**config.mk**
```make
export PLATFORM = sky130hd
export DESIGN_NAME = ts_pes_reassembler_unit_flat
export DESIGN_NICKNAME = d
export VERILOG_FILES = /design/src/hdl/tpr_pkg.sv /design/src/hdl/tpr_if.sv /design/src/hdl/tpr_core.sv /design/src/hdl/tpr_out_buf.sv /design/src/hdl/ts_pes_reassembler_unit.sv /design/src/flat_wrapper.sv
export SDC_FILE = /design/constraint.sdc
export NUM_CORES = 1
export LEC_CHECK = 0
export BUFFER_PORTS_ARGS = -buffer_cell sky130_fd_sc_hd__buf_2
export CAP_MARGIN = 20
export CORE_UTILIZATION = 25
export CTS_BUF_LIST = sky130_fd_sc_hd__clkbuf_8
export DETAILED_ROUTE_END_ITERATION = 12
export GPL_TIMING_DRIVEN = 0
export PLACE_DENSITY = 0.4
export SYNTH_ARGS = -nofsm -noshare
export SYNTH_HDL_FRONTEND = slang
export SYNTH_SLANG_ARGS = --single-unit
```
**constraint.sdc**
```tcl
create_clock -name i_clk -period 22.2 [get_ports i_clk]
set_clock_uncertainty 0.2 [all_clocks]
set_input_delay 1.11 -clock i_clk [delete_from_list [all_inputs] [get_ports i_clk]]
set_output_delay 1.11 -clock i_clk [all_outputs]
set_load 0.03 [all_outputs]
```
**src/hdl/tpr_pkg.sv**
```systemverilog
// ----------------------------------------------------------------------------
// tpr_pkg
// types and constants shared by the transport stream pes reassembler
// ----------------------------------------------------------------------------
package tpr_pkg;

    localparam int HEADER_BYTES = 4;
    localparam int COUNT_W      = 17;
    localparam int LEN_W        = 16;
    localparam int PID_W        = 13;

    localparam logic [COUNT_W-1:0] COUNT_MAX = '1;

    // packet status codes
    localparam logic [2:0] ST_FOREIGN  = 3'd0;
    localparam logic [2:0] ST_LOST     = 3'd1;
    localparam logic [2:0] ST_STARTED  = 3'd2;
    localparam logic [2:0] ST_CONTINUE = 3'd3;
    localparam logic [2:0] ST_FINISHED = 3'd4;

    typedef struct packed {
        logic               payload_valid;
        logic [7:0]         payload_byte;
        logic               status_valid;
        logic [2:0]         packet_status;
        logic [COUNT_W-1:0] assembled_count;
    } t_result;

endpackage

```
**src/hdl/tpr_if.sv**
```systemverilog
// ----------------------------------------------------------------------------
// tpr channel interfaces
// valid/ready channels for transport bytes, results and configuration
// ----------------------------------------------------------------------------
interface tpr_ts_if;
    logic       valid;
    logic       ready;
    logic [7:0] ts_byte;
    logic       packet_first;

    modport source (output valid, output ts_byte, output packet_first, input ready);
    modport sink   (input valid, input ts_byte, input packet_first, output ready);
endinterface

interface tpr_res_if;
    logic        valid;
    logic        ready;
    logic        payload_valid;
    logic [7:0]  payload_byte;
    logic        status_valid;
    logic [2:0]  packet_status;
    logic [16:0] assembled_count;

    modport source (output valid, output payload_valid, output payload_byte,
                    output status_valid, output packet_status,
                    output assembled_count, input ready);
    modport sink   (input valid, input payload_valid, input payload_byte,
                    input status_valid, input packet_status,
                    input assembled_count, output ready);
endinterface

interface tpr_cfg_if;
    logic        valid;
    logic        ready;
    logic [12:0] wanted_pid;

    modport source (output valid, output wanted_pid, input ready);
    modport sink   (input valid, input wanted_pid, output ready);
endinterface

```
**src/hdl/tpr_core.sv**
```systemverilog
// ----------------------------------------------------------------------------
// tpr_core
// header parse, continuity check, payload forwarding and pes length tracking
// ----------------------------------------------------------------------------
module tpr_core
    import tpr_pkg::*;
#(
    parameter int PACKET_BYTES = 188
) (
    input  logic             i_clk,
    input  logic             i_rst_n,
    input  logic             i_cfg_write,
    input  logic [PID_W-1:0] i_cfg_pid,
    input  logic             i_accept,
    input  logic [7:0]       i_ts_byte,
    input  logic             i_packet_first,
    output t_result          o_result
);

    localparam int POS_W = $clog2(PACKET_BYTES);
    localparam logic [POS_W-1:0] LAST_POS  = POS_W'(PACKET_BYTES - 1);
    localparam logic [POS_W-1:0] HDR_LAST  = POS_W'(HEADER_BYTES - 1);
    localparam logic [POS_W-1:0] HDR_POS   = POS_W'(HEADER_BYTES);

    logic [PID_W-1:0] r_wanted_pid;
    logic [POS_W-1:0] r_pos, n_pos;
    logic [23:0]      r_hdr, n_hdr;
    logic             r_rejected, n_rejected;
    logic [7:0]       r_af_len, n_af_len;
    logic [3:0]       r_prev_cc, n_prev_cc;
    logic             r_cc_known, n_cc_known;
    logic             r_assembling, n_assembling;
    logic [LEN_W-1:0] r_exp_len, n_exp_len;
    logic [COUNT_W-1:0] r_total, n_total;
    logic             r_capturing, n_capturing;

    logic [POS_W-1:0] pos;
    logic [8:0]       first_payload;
    logic             is_payload;
    logic             length_met;
    logic [PID_W-1:0] hdr_pid;
    logic             hdr_start;
    logic [1:0]       hdr_afc;
    logic [3:0]       hdr_cc;

    always_comb begin
        pos          = i_packet_first ? '0 : r_pos;
        n_hdr        = r_hdr;
        n_rejected   = r_rejected;
        n_af_len     = r_af_len;
        n_prev_cc    = r_prev_cc;
        n_cc_known   = r_cc_known;
        n_assembling = r_assembling;
        n_exp_len    = r_exp_len;
        n_total      = r_total;
        n_capturing  = r_capturing;
        first_payload = 9'(HEADER_BYTES);
        is_payload   = 1'b0;

        o_result = '0;

        if (pos == '0) begin
            n_rejected = 1'b1;
        end else if (pos < HDR_POS) begin
            n_hdr = {r_hdr[15:0], i_ts_byte};
        end

        hdr_pid   = n_hdr[20:8];
        hdr_start = n_hdr[22];
        hdr_afc   = n_hdr[5:4];
        hdr_cc    = n_hdr[3:0];

        if (pos == HDR_LAST) begin
            if (hdr_pid != r_wanted_pid) begin
                n_rejected = 1'b1;
            end else if (r_cc_known && hdr_cc != (r_prev_cc + 4'd1)) begin
                n_rejected = 1'b1;
            end else begin
                n_rejected = 1'b0;
                n_prev_cc  = hdr_cc;
                n_cc_known = 1'b1;
                n_af_len   = '0;
                if (hdr_start && !r_assembling) begin
                    n_total     = '0;
                    n_exp_len   = '0;
                    n_capturing = 1'b1;
                end
            end
        end

        if (pos >= HDR_POS && !r_rejected) begin
            if (hdr_afc > 2'd1) begin
                if (pos == HDR_POS) begin
                    n_af_len = i_ts_byte;
                end
                first_payload = 9'(HEADER_BYTES + 1) + {1'b0, n_af_len};
                is_payload = (pos > HDR_POS) && ({{(9-POS_W){1'b0}}, pos} >= first_payload);
            end else begin
                is_payload = 1'b1;
            end
            if (is_payload) begin
                o_result.payload_valid = 1'b1;
                o_result.payload_byte  = i_ts_byte;
                if (r_capturing) begin
                    if (r_total == COUNT_W'(4)) begin
                        n_exp_len = {i_ts_byte, 8'h00};
                    end else if (r_total == COUNT_W'(5)) begin
                        n_exp_len   = {r_exp_len[15:8], i_ts_byte};
                        n_capturing = 1'b0;
                    end
                end
                if (r_total < COUNT_MAX) begin
                    n_total = r_total + COUNT_W'(1);
                end
            end
        end

        length_met = (n_exp_len != '0) && (n_total >= {1'b0, n_exp_len});

        if (pos == LAST_POS) begin
            o_result.status_valid = 1'b1;
            if (n_rejected) begin
                o_result.packet_status = (hdr_pid != r_wanted_pid) ? ST_FOREIGN : ST_LOST;
            end else if (hdr_start) begin
                if (n_assembling) begin
                    n_assembling = 1'b0;
                    o_result.packet_status = ST_FINISHED;
                end else if (length_met) begin
                    o_result.packet_status = ST_FINISHED;
                end else begin
                    n_assembling = 1'b1;
                    o_result.packet_status = ST_STARTED;
                end
            end else if (length_met) begin
                n_assembling = 1'b0;
                o_result.packet_status = ST_FINISHED;
            end else begin
                o_result.packet_status = ST_CONTINUE;
            end
            n_pos = '0;
        end else begin
            n_pos = pos + POS_W'(1);
        end

        o_result.assembled_count = n_total;
    end

    always_ff @(posedge i_clk) begin
        if (!i_rst_n) begin
            r_wanted_pid <= '0;
            r_pos        <= '0;
            r_hdr        <= '0;
            r_rejected   <= 1'b0;
            r_af_len     <= '0;
            r_prev_cc    <= '0;
            r_cc_known   <= 1'b0;
            r_assembling <= 1'b0;
            r_exp_len    <= '0;
            r_total      <= '0;
            r_capturing  <= 1'b0;
        end else begin
            if (i_cfg_write) begin
                r_wanted_pid <= i_cfg_pid;
            end
            if (i_accept) begin
                r_pos        <= n_pos;
                r_hdr        <= n_hdr;
                r_rejected   <= n_rejected;
                r_af_len     <= n_af_len;
                r_prev_cc    <= n_prev_cc;
                r_cc_known   <= n_cc_known;
                r_assembling <= n_assembling;
                r_exp_len    <= n_exp_len;
                r_total      <= n_total;
                r_capturing  <= n_capturing;
            end
        end
    end

endmodule

```
**src/hdl/tpr_out_buf.sv**
```systemverilog
// ----------------------------------------------------------------------------
// tpr_out_buf
// result register with a skid entry, keeps input ready off the output ready path
// ----------------------------------------------------------------------------
module tpr_out_buf
    import tpr_pkg::*;
(
    input  logic    i_clk,
    input  logic    i_rst_n,
    input  logic    i_push,
    input  t_result i_data,
    output logic    o_ready,
    output logic    o_valid,
    input  logic    i_ready,
    output t_result o_data
);

    logic    r_main_valid;
    logic    r_skid_valid;
    t_result r_main;
    t_result r_skid;
    logic    pop;

    assign o_ready = !r_skid_valid;
    assign o_valid = r_main_valid;
    assign o_data  = r_main;
    assign pop     = r_main_valid && i_ready;

    always_ff @(posedge i_clk) begin
        if (!i_rst_n) begin
            r_main_valid <= 1'b0;
            r_skid_valid <= 1'b0;
        end else if (pop) begin
            if (r_skid_valid) begin
                r_skid_valid <= 1'b0;
            end else begin
                r_main_valid <= i_push;
            end
        end else if (i_push) begin
            if (r_main_valid) begin
                r_skid_valid <= 1'b1;
            end else begin
                r_main_valid <= 1'b1;
            end
        end
    end

    always_ff @(posedge i_clk) begin
        if (pop) begin
            r_main <= r_skid_valid ? r_skid : i_data;
        end else if (i_push) begin
            if (r_main_valid) begin
                r_skid <= i_data;
            end else begin
                r_main <= i_data;
            end
        end
    end

endmodule

```
**src/hdl/ts_pes_reassembler_unit.sv**
```systemverilog
// ----------------------------------------------------------------------------
// ts_pes_reassembler_unit
// reassembles the pes payload of one transport stream pid, byte by byte
// ----------------------------------------------------------------------------
// an accepted byte's result is registered in the output register or skid entry
// throughput: one byte per cycle while the skid entry is free, set by the single
//   parse stage; a two-entry buffer keeps requests flowing while one result waits
// reset: synchronous active-low i_rst_n clears parse state, wanted pid and buffer
// ----------------------------------------------------------------------------
module ts_pes_reassembler_unit
    import tpr_pkg::*;
#(
    parameter int PACKET_BYTES = 188
) (
    input  logic    i_clk,
    input  logic    i_rst_n,
    tpr_cfg_if.sink i_cfg,
    tpr_ts_if.sink  i_ts,
    tpr_res_if.source o_res
);

    logic    in_ready;
    logic    accept;
    t_result core_result;
    t_result buf_result;

    // configuration is always taken, pid applies to the next header decision
    assign i_cfg.ready = 1'b1;

    // a byte request is taken whenever the skid entry is free
    assign i_ts.ready = in_ready;
    assign accept     = i_ts.valid && in_ready;

    // parse stage: packet position, header latch, continuity and pes length
    tpr_core #(
        .PACKET_BYTES (PACKET_BYTES)
    ) u_core (
        .i_clk          (i_clk),
        .i_rst_n        (i_rst_n),
        .i_cfg_write    (i_cfg.valid),
        .i_cfg_pid      (i_cfg.wanted_pid),
        .i_accept       (accept),
        .i_ts_byte      (i_ts.ts_byte),
        .i_packet_first (i_ts.packet_first),
        .o_result       (core_result)
    );

    // result register plus skid entry toward the consumer
    tpr_out_buf u_out_buf (
        .i_clk   (i_clk),
        .i_rst_n (i_rst_n),
        .i_push  (accept),
        .i_data  (core_result),
        .o_ready (in_ready),
        .o_valid (o_res.valid),
        .i_ready (o_res.ready),
        .o_data  (buf_result)
    );

    // unpack the result request onto the channel
    assign o_res.payload_valid   = buf_result.payload_valid;
    assign o_res.payload_byte    = buf_result.payload_byte;
    assign o_res.status_valid    = buf_result.status_valid;
    assign o_res.packet_status   = buf_result.packet_status;
    assign o_res.assembled_count = buf_result.assembled_count;

endmodule
```
**src/flat_wrapper.sv**
```systemverilog
// flat-port wrapper written by rule: the top's interface ports become plain ports
module ts_pes_reassembler_unit_flat import tpr_pkg::*;
#(
    parameter int PACKET_BYTES = 188
)
  (i_clk, i_rst_n, i_cfg_valid, i_cfg_wanted_pid, i_cfg_ready, i_ts_valid, i_ts_ts_byte, i_ts_packet_first, i_ts_ready, o_res_valid, o_res_payload_valid, o_res_payload_byte, o_res_status_valid, o_res_packet_status, o_res_assembled_count, o_res_ready);
  tpr_cfg_if i_cfg_i ();
  tpr_ts_if i_ts_i ();
  tpr_res_if o_res_i ();
  input  logic i_clk;
  input  logic i_rst_n;
  input wire logic [$bits(i_cfg_i.valid)-1:0] i_cfg_valid;
  input wire logic [$bits(i_cfg_i.wanted_pid)-1:0] i_cfg_wanted_pid;
  output wire logic [$bits(i_cfg_i.ready)-1:0] i_cfg_ready;
  input wire logic [$bits(i_ts_i.valid)-1:0] i_ts_valid;
  input wire logic [$bits(i_ts_i.ts_byte)-1:0] i_ts_ts_byte;
  input wire logic [$bits(i_ts_i.packet_first)-1:0] i_ts_packet_first;
  output wire logic [$bits(i_ts_i.ready)-1:0] i_ts_ready;
  output wire logic [$bits(o_res_i.valid)-1:0] o_res_valid;
  output wire logic [$bits(o_res_i.payload_valid)-1:0] o_res_payload_valid;
  output wire logic [$bits(o_res_i.payload_byte)-1:0] o_res_payload_byte;
  output wire logic [$bits(o_res_i.status_valid)-1:0] o_res_status_valid;
  output wire logic [$bits(o_res_i.packet_status)-1:0] o_res_packet_status;
  output wire logic [$bits(o_res_i.assembled_count)-1:0] o_res_assembled_count;
  input wire logic [$bits(o_res_i.ready)-1:0] o_res_ready;
  assign i_cfg_i.valid = i_cfg_valid;
  assign i_cfg_i.wanted_pid = i_cfg_wanted_pid;
  assign i_cfg_ready = i_cfg_i.ready;
  assign i_ts_i.valid = i_ts_valid;
  assign i_ts_i.ts_byte = i_ts_ts_byte;
  assign i_ts_i.packet_first = i_ts_packet_first;
  assign i_ts_ready = i_ts_i.ready;
  assign o_res_valid = o_res_i.valid;
  assign o_res_payload_valid = o_res_i.payload_valid;
  assign o_res_payload_byte = o_res_i.payload_byte;
  assign o_res_status_valid = o_res_i.status_valid;
  assign o_res_packet_status = o_res_i.packet_status;
  assign o_res_assembled_count = o_res_i.assembled_count;
  assign o_res_i.ready = o_res_ready;
  ts_pes_reassembler_unit #(.PACKET_BYTES(PACKET_BYTES)) u_core (.i_clk(i_clk), .i_rst_n(i_rst_n), .i_cfg(i_cfg_i), .i_ts(i_ts_i), .o_res(o_res_i));
endmodule
```
==> impl_metrics.toml, run 1 <==
[clock_tree]
post_cts_hold_buffer_count = 0
cts_setup_buffers = 0
htreeDepth = 4
clk_latency_ps = 470
clockRootBuffer = "clkbuf_8"
clk_pin_slew_worst_paths_ps = 90
tritoncts = "done"
cts-resized-gates = 0
numClockSinks = 154
cts-buffers-inserted = 17
cts_buffer_depth = 2

[synth]
netlist_instances = 920
synth-simple-area-share_pct = 19.98
synth.yosys.warnings = 0
synthXorXnorAreaFrac_pct = 3.996
synthesized_area_per_cell_um2 = 9.052
synth_edf_count = 60
syn_area_um2 = 8328
ys_seq_area_share_pct = 44.23
area_share_of_fa_ha_maj_cells_after_synthesis_pct = 4.657
synth_top_flop_cell = "dfxtp_1"
synth_top_family_by_area = "simple AND/OR/NAND/NOR gates"
synth_async_reset_ratio_pct = 0
post_synth_mux_area_share_pct = 4.808
synth_cell_types = 70
synthesis.nets = 978
synth_seq_cells = 154
fraction_of_the_mapped_netlist_area_in_compound_gates_pct = 18.31

[setup_path]
ws_path_type = "in -> reg"
critPathMaxStageDelay_ps = 470
timing.critical_path.slowest_stage_cell = "o41ai_2"
crit_path_end_kind = "flop"
crit_buf_inv = 9
worstPathMaxFanout = 10
cp_top_family = "compound AO/OA/AOI/OAI gates"
required_time_of_the_critical_path_ps = 22230
critical_path.startpoint_type = "input pin"
timing.critical_path.arrival_ps = 9950

[cells_and_area]
layout-drive-gt1-share_pct = 13.53
area_growth_pct = 15.16
multiInputGateArea_um2 = 4333
ff_latch_area_um2 = 3684
num_antenna_cells = 0
num-nets-final = 1050
fillers = 3515

[route]
dr.first_iter.drc_count = 402
first_pass_iters = 4
avgViaCountPerCell = 4.743
dr_total_vias = 6863
drt_wl_total_um = 26340
detail-route-antenna-nets = 0
drc_errors = 0
wire_per_inst_um = 18.20

[die]
die_width_um = 184.5
start_util_pct = 25.53
row_count = 66
die_height_um = 184.5
fp.coreArea_um2 = 32620
die_area_um2 = 34050
io_pins = 60

[pwr]
total_switching_power_uw = 188.3
power_leakage_uw = 0.003680
p_sw_share_pct = 29.55
power_density_nw_per_um2 = 66.45
worst_ir_drop_vdd_mv = 0.03704
sequentialPowerShare_pct = 49.5
clock_power_share_pct = 36.2
comb_power_share_pct = 14.3
p_int_uw = 449.0

[timing]
timing.slew.headroom_pct = 40.25
worst_slew_pin_slew_ps = 888.9
rsz0062_at_grt = "no"
max_freq_ghz = 0.1008
timing.final.ws_setup_ps = 12280
finalWorstPathRequiredPeriod_ps = 9917
finalCritPeriodShare_pct = 44.67
tns_ps = 0
slew_violations = 0
whs_ps = 261.6
timing_hold_violations_final = 0
setup_violations = 0

[global_route]
largest_net_degree_at_the_start_of_global_routing = 31
grt.overflow.total = 0
grt_pass1_vias = 6751
grt_antenna_before_repair = 0
grt_pass1_wl_um = 40520
grt_use_total_pct = 16.10

[job]
max-cap-violations = 0

[place]
gp_congestion = 0.8396
dp.final_hpwl_um = 19230
placement.setup.worst_slack_ps = 11800
io_buffer_count = 52

[outcome]
outcome = "finished clean"

[worst_hold_path]
timing.hold.worst.class = "reg -> reg"
==> registers in the layout (all words and copies together), names as in the netlist, 4 cells and up, named ones only <==
| register | flops |
|---|---|
| u_core.u_core.r_prev_cc | 4 |
| u_core.u_core.r_hdr | 21 |
| u_core.u_out_buf.r_skid | 30 |
| u_core.u_core.r_pos | 8 |
| u_core.u_core.r_total | 17 |
| u_core.u_core.r_af_len | 8 |
| u_core.u_core.r_wanted_pid | 13 |
| u_core.u_core.r_exp_len | 16 |
| u_core.u_out_buf.o_data | 30 |
==> cell usage in the layout (no fill, tap or decap), types with 10 or more instances in the layout <==
cell type / instances
nor3_1: 20
clkbuf_1: 42
buf_2: 58
mux2_2: 14
a21oi_1: 82
and3_1: 17
nand3_1: 22
nand2_1: 94
and2_1: 13
ha_1: 31
mux2i_1: 22
nor2_1: 121
xor2_1: 18
inv_1: 31
nor2b_1: 16
dfxtp_1: 94
a31oi_1: 10
a22oi_1: 13
xnor2_1: 20
edfxtp_1: 60
a211oi_1: 28
o21ai_0: 26
clkbuf_8: 17
==> per-layer routing <==
metal	up-vias	track usage, %	share of wire, %
met2	156	27.15	48
met5	-	0	0
li1	3447	-	-
met3	24	3.655	4.3
met1	3236	20.40	46
met4	0	4.600	1.7
==> cell families (layout without fill, tap and decap cells) <==
family	Yosys count	after routing
compound gates	225	225
simple gates	352	352
fa+ha+maj	31	31
mux	37	37
buf+inv	82	167
other cells	1	1
flops	154	154
xor+xnor	38	38
==> power groups by stage <==
stage	logic, uW	clock network, uW	registers, uW
3_5_place_dp	92.1	0	322
4_1_cts	92.5	237	316
5_1_grt	101	249	318
3_3_place_gp	90.6	0	323
6_report	91.0	231	316
2_1_floorplan	51.2	0	331
==> cell usage after synthesis, types with 5 or more instances <==
master	n	area, um2
o31ai_1	8	60.06
and2_1	13	81.33
nor2b_1	16	100.1
a31oi_1	10	62.56
dfxtp_1	94	1882
xor2_1	18	157.7
nand4_1	6	37.54
mux2i_1	22	220.2
o21ai_0	27	135.1
nor2_1	121	454.2
edfxtp_1	60	1802
xnor2_1	20	175.2
nand3_1	22	110.1
mux2_2	14	157.7
clkbuf_1	42	157.7
nand2b_1	8	50.05
a211oi_1	28	210.2
a21oi_1	82	410.4
a21o_1	6	45.04
inv_1	30	112.6
nand2_1	94	352.8
ha_1	31	387.9
o21a_1	5	37.54
o211a_1	6	60.06
a22oi_1	13	97.59
nor4_1	10	62.56
or2_2	7	43.79
buf_2	6	30.03
and3_1	18	112.6
nor3_1	20	100.1
==> final timing paths <==
check	startpoint	to	slack [ps]	cells after the start
setup / recovery	i_ts_packet_first	u_core.u_out_buf.o_data[19]	12280	42
hold / removal	u_core.u_core.r_pos[1]	u_core.u_core.r_pos[1]	260	2
setup reg to reg	u_core.u_core.r_pos[5]	u_core.u_out_buf.o_data[19]	13170	38
hold reg to reg	u_core.u_core.r_pos[1]	u_core.u_core.r_pos[1]	260	2
==> final cells by class <==
class	count	share of cell area (%)
buffer	52	2.270
clock buffer	17	2.440
clock inverter	15	1.840
multi-input combinational	684	45.18
timing repair buffer	53	2.922
sequential	154	38.41
tap	442	5.766
inverter	30	1.174
==> through the flow <==
stage / cell area [um2] / instances / total power [uW] / utilization [%]
after floorplan: 8328 / 920 / 382.3 / -
after global placement: 9141 / 1414 / 413.6 / 28.02
after detailed placement: 9180 / 1415 / 414.4 / 28.14
after CTS: 9590 / 1447 / 645.5 / 29.40
after global routing: 9590 / 1447 / 667.3 / 29.40
final: 9590 / 1447 / 637.3 / 29.40
==> worst min-delay path, delay by kind of cell, from the launching register on <==
family	cells	cell delay [ps]
compound gates	1	50
flops	1	320
simple gates	1	50
(Power assumes the default switching activity.)
==> run 2: changes to the inputs <==
- ABC_AREA: unset -> 1
- PLACE_DENSITY: 0.4 -> 0.41
- clock period: 22.2 -> 8.7 ns (I/O delays scaled with it)
==> run 2 against run 1 <==
Net effect: worst setup slack got worse by 12000 ps; die area up 6.9%; first-iteration DRC count is 21% higher; routed wire length is 6.6% higher; combinational power increased to 3.4 times the previous value; register-to-register slack lost 12000 ps; sequential power increased to 2.6 times the previous value; largest cell class unchanged.
==> impl_metrics.toml, run 2 <==
[route]
dr.first_iter.drc_count = 485
detail-route-antenna-nets = 0
dr_total_vias = 8104
first_pass_iters = 5
drc_errors = 0
avgViaCountPerCell = 4.543
drt_wl_total_um = 28070
wire_per_inst_um = 15.74

[place]
dp.final_hpwl_um = 21270
numPlacedInstances = 1734
gp_congestion = 0.8204
dpl_cell_area_um2 = 9826
io_buffer_count = 57

[synth]
ys_seq_area_share_pct = 41.33
synthesized_area_per_cell_um2 = 7.305
netlist_instances = 1220
cell_accounting_for_the_most_synthesized_area = "dfxtp_1"
synth.yosys.warnings = 0
ys_top_cells_by_count = "nand2_1 (301), inv_1 (176), a21oi_1 (101)"
synth_async_reset_ratio_pct = 0
synth_cell_types = 55
ys_top_cells_by_area = "dfxtp_1 (21%), edfxtp_1 (20%), nand2_1 (13%)"
synth_largest_type_area_fraction_pct = 21.11
synth_seq_cells = 154
synth_top_flop_cell = "dfxtp_1"
synthesis.nets = 1278
syn_area_um2 = 8912
synth_edf_count = 60
yosysMostFrequentCell = "nand2_1"

[global_route]
grt_pass1_wl_um = 44260
grt_pass1_vias = 7670
largest_net_degree_at_the_start_of_global_routing = 29
grt_use_total_pct = 16.15
grt.overflow.total = 0
grt_antenna_before_repair = 0

[setup_path]
worstPathMaxFanout = 10
ws_path_type = "reg -> reg"
crit_path_end_kind = "flop"
crit_buf_inv = 12
timing.critical_path.arrival_ps = 8000
required_time_of_the_critical_path_ps = 8740
critical_path.startpoint_type = "flop"
critPathMaxStageDelay_ps = 340
crit_path_frequent_cell = "inv_1"
timing.critical_path.slowest_stage_cell = "dfxtp_1"
cp_top_family = "simple AND/OR/NAND/NOR gates"

[clock_tree]
cts-buffers-inserted = 17
numClockSinks = 154
cts_buffer_depth = 2
clk_pin_slew_worst_paths_ps = 100
tritoncts = "done"
clk_latency_ps = 490
htreeDepth = 4
clockRootBuffer = "clkbuf_8"

[outcome]
outcome = "finished clean"

[die]
die_width_um = 190.8
die_height_um = 190.8
row_count = 68
die_area_um2 = 36410
fp.coreArea_um2 = 34800
start_util_pct = 25.61
io_pins = 60

[timing]
timing.slew.headroom_pct = 38.11
finalWorstPathRequiredPeriod_ps = 7958
finalCritPeriodShare_pct = 91.47
rsz0062_at_grt = "no"
max_freq_ghz = 0.1257
timing_hold_violations_final = 0
setup_violations = 0
slew_violations = 0
worst_slew_pin_slew_ps = 918.6

[cells_and_area]
area_growth_pct = 16.79
num-nets-final = 1374
num_antenna_cells = 0
final_common_cell = "nand2_1"
final_area_um2 = 10410
fin_cells = 1784
most-common-layout-cells = "nand2_1 (300), inv_1 (176), a21oi_1 (101)"
layout-drive-gt1-share_pct = 11.74

[worst_hold_path]
timing.hold.worst.class = "in -> reg"

[pwr]
power_density_nw_per_um2 = 160.7
worst_ir_drop_vdd_mv = 0.09489
power_leakage_uw = 0.004734

[job]
max-cap-violations = 0
-- run 2: cell types whose count changed after synthesis, moves of 16 or more --
cell	delta
and3_1	-17
nor2_1	-39
o21ai_0	+63
nand4_1	+17
a211oi_1	-21
nor2b_1	-16
a21oi_1	+19
nand3_1	+50
xnor2_1	-17
inv_1	+146
nand2_1	+207
mux2i_1	-19
-- run 2: where the power goes --
part	internal, uW	total (uW)	leakage (uW)	switching, uW
registers	792	813	0.00136	21.1
clock network	231	547	0.000180	317
logic	98.3	312	0.00319	214
-- run 2: timing repair --
| action | CTS | global route |
|---|---|---|
| endpoints found under the setup margin | 7 | 7 |
| gates resized for setup | 4 | 13 |
| cloned | 0 | 0 |
| endpoints found under the hold margin | 12 | 0 |
| hold buffers | 12 | 0 |
| pin swaps | 0 | 3 |
| buffers inserted | 0 | 6 |
-- run 2: final timing paths --
path         cells past startpoint  slack, ps                       endpoint                    start
max                             56        740    u_core.u_out_buf.o_data[19]   u_core.u_core.r_pos[0]
min                              3         50  u_core.u_core.r_wanted_pid[7]      i_cfg_wanted_pid[7]
max reg2reg                     56        740    u_core.u_out_buf.o_data[19]   u_core.u_core.r_pos[0]
min reg2reg                      2        260        u_core.u_core.r_hdr[22]  u_core.u_core.r_hdr[22]
-- run 2: final cells by class --
class                      instances  area (um2)
clock inverter                    15       143.9
clock buffer                      17       234.0
timing repair buffer              77       490.5
sequential                       154        3684
multi-input combinational        831        4353
tap                              455       569.3
fill                            3828       24390
buffer                            50       237.7
inverter                         185       696.9
-- run 2: per-layer routing --
metal / vias up / track usage [%] / wire (um)
li1: 4202 / - / -
met1: 3705 / 22.64 / 14210
met2: 183 / 25.26 / 12440
met3: 14 / 2.944 / 1154
met4: 0 / 4.123 / 267
met5: - / 0 / 0
-- run 2: kinds of logic (layout without fill, tap and decap cells) --
logic type	after synthesis	in the layout	synth area share, %
AOI/OAI and AO/OA	251	251	15.82
xor gates and xnor gates	14	14	1.376
adders and majority gates	31	31	4.352
buffers and inverters	235	344	10.37
DFF	154	154	41.33
muxes	3	3	0.3370
other	1	1	0.04208
and+or+nand+nor	531	531	26.37
-- run 2: metrics by stage --
step / hold slack (ps) / setup TNS, ps / utilization, % / total power, uW / setup slack [ps]
6_report: 50.43 / 0 / 29.91 / 1673 / 741.7
5_1_grt: 31.22 / 0 / 29.91 / 1775 / 1.587
4_1_cts: 10.28 / 0 / 29.67 / 1700 / 105.5
3_5_place_dp: 240.8 / -2674 / 28.24 / 1138 / -435.3
3_3_place_gp: 233.7 / -2617 / 28.07 / 1134 / -436.6
2_1_floorplan: 220.5 / 0 / - / 1037 / 1727
-- run 2: worst register-to-register path, delay by kind of cell (launching register included) --
family,cells,cell delay [ps]
xor+xnor,1,70
fa+ha+maj,4,1050
simple gates,22,2450
flops,1,340
buf+inv,12,1330
compound gates,17,2280
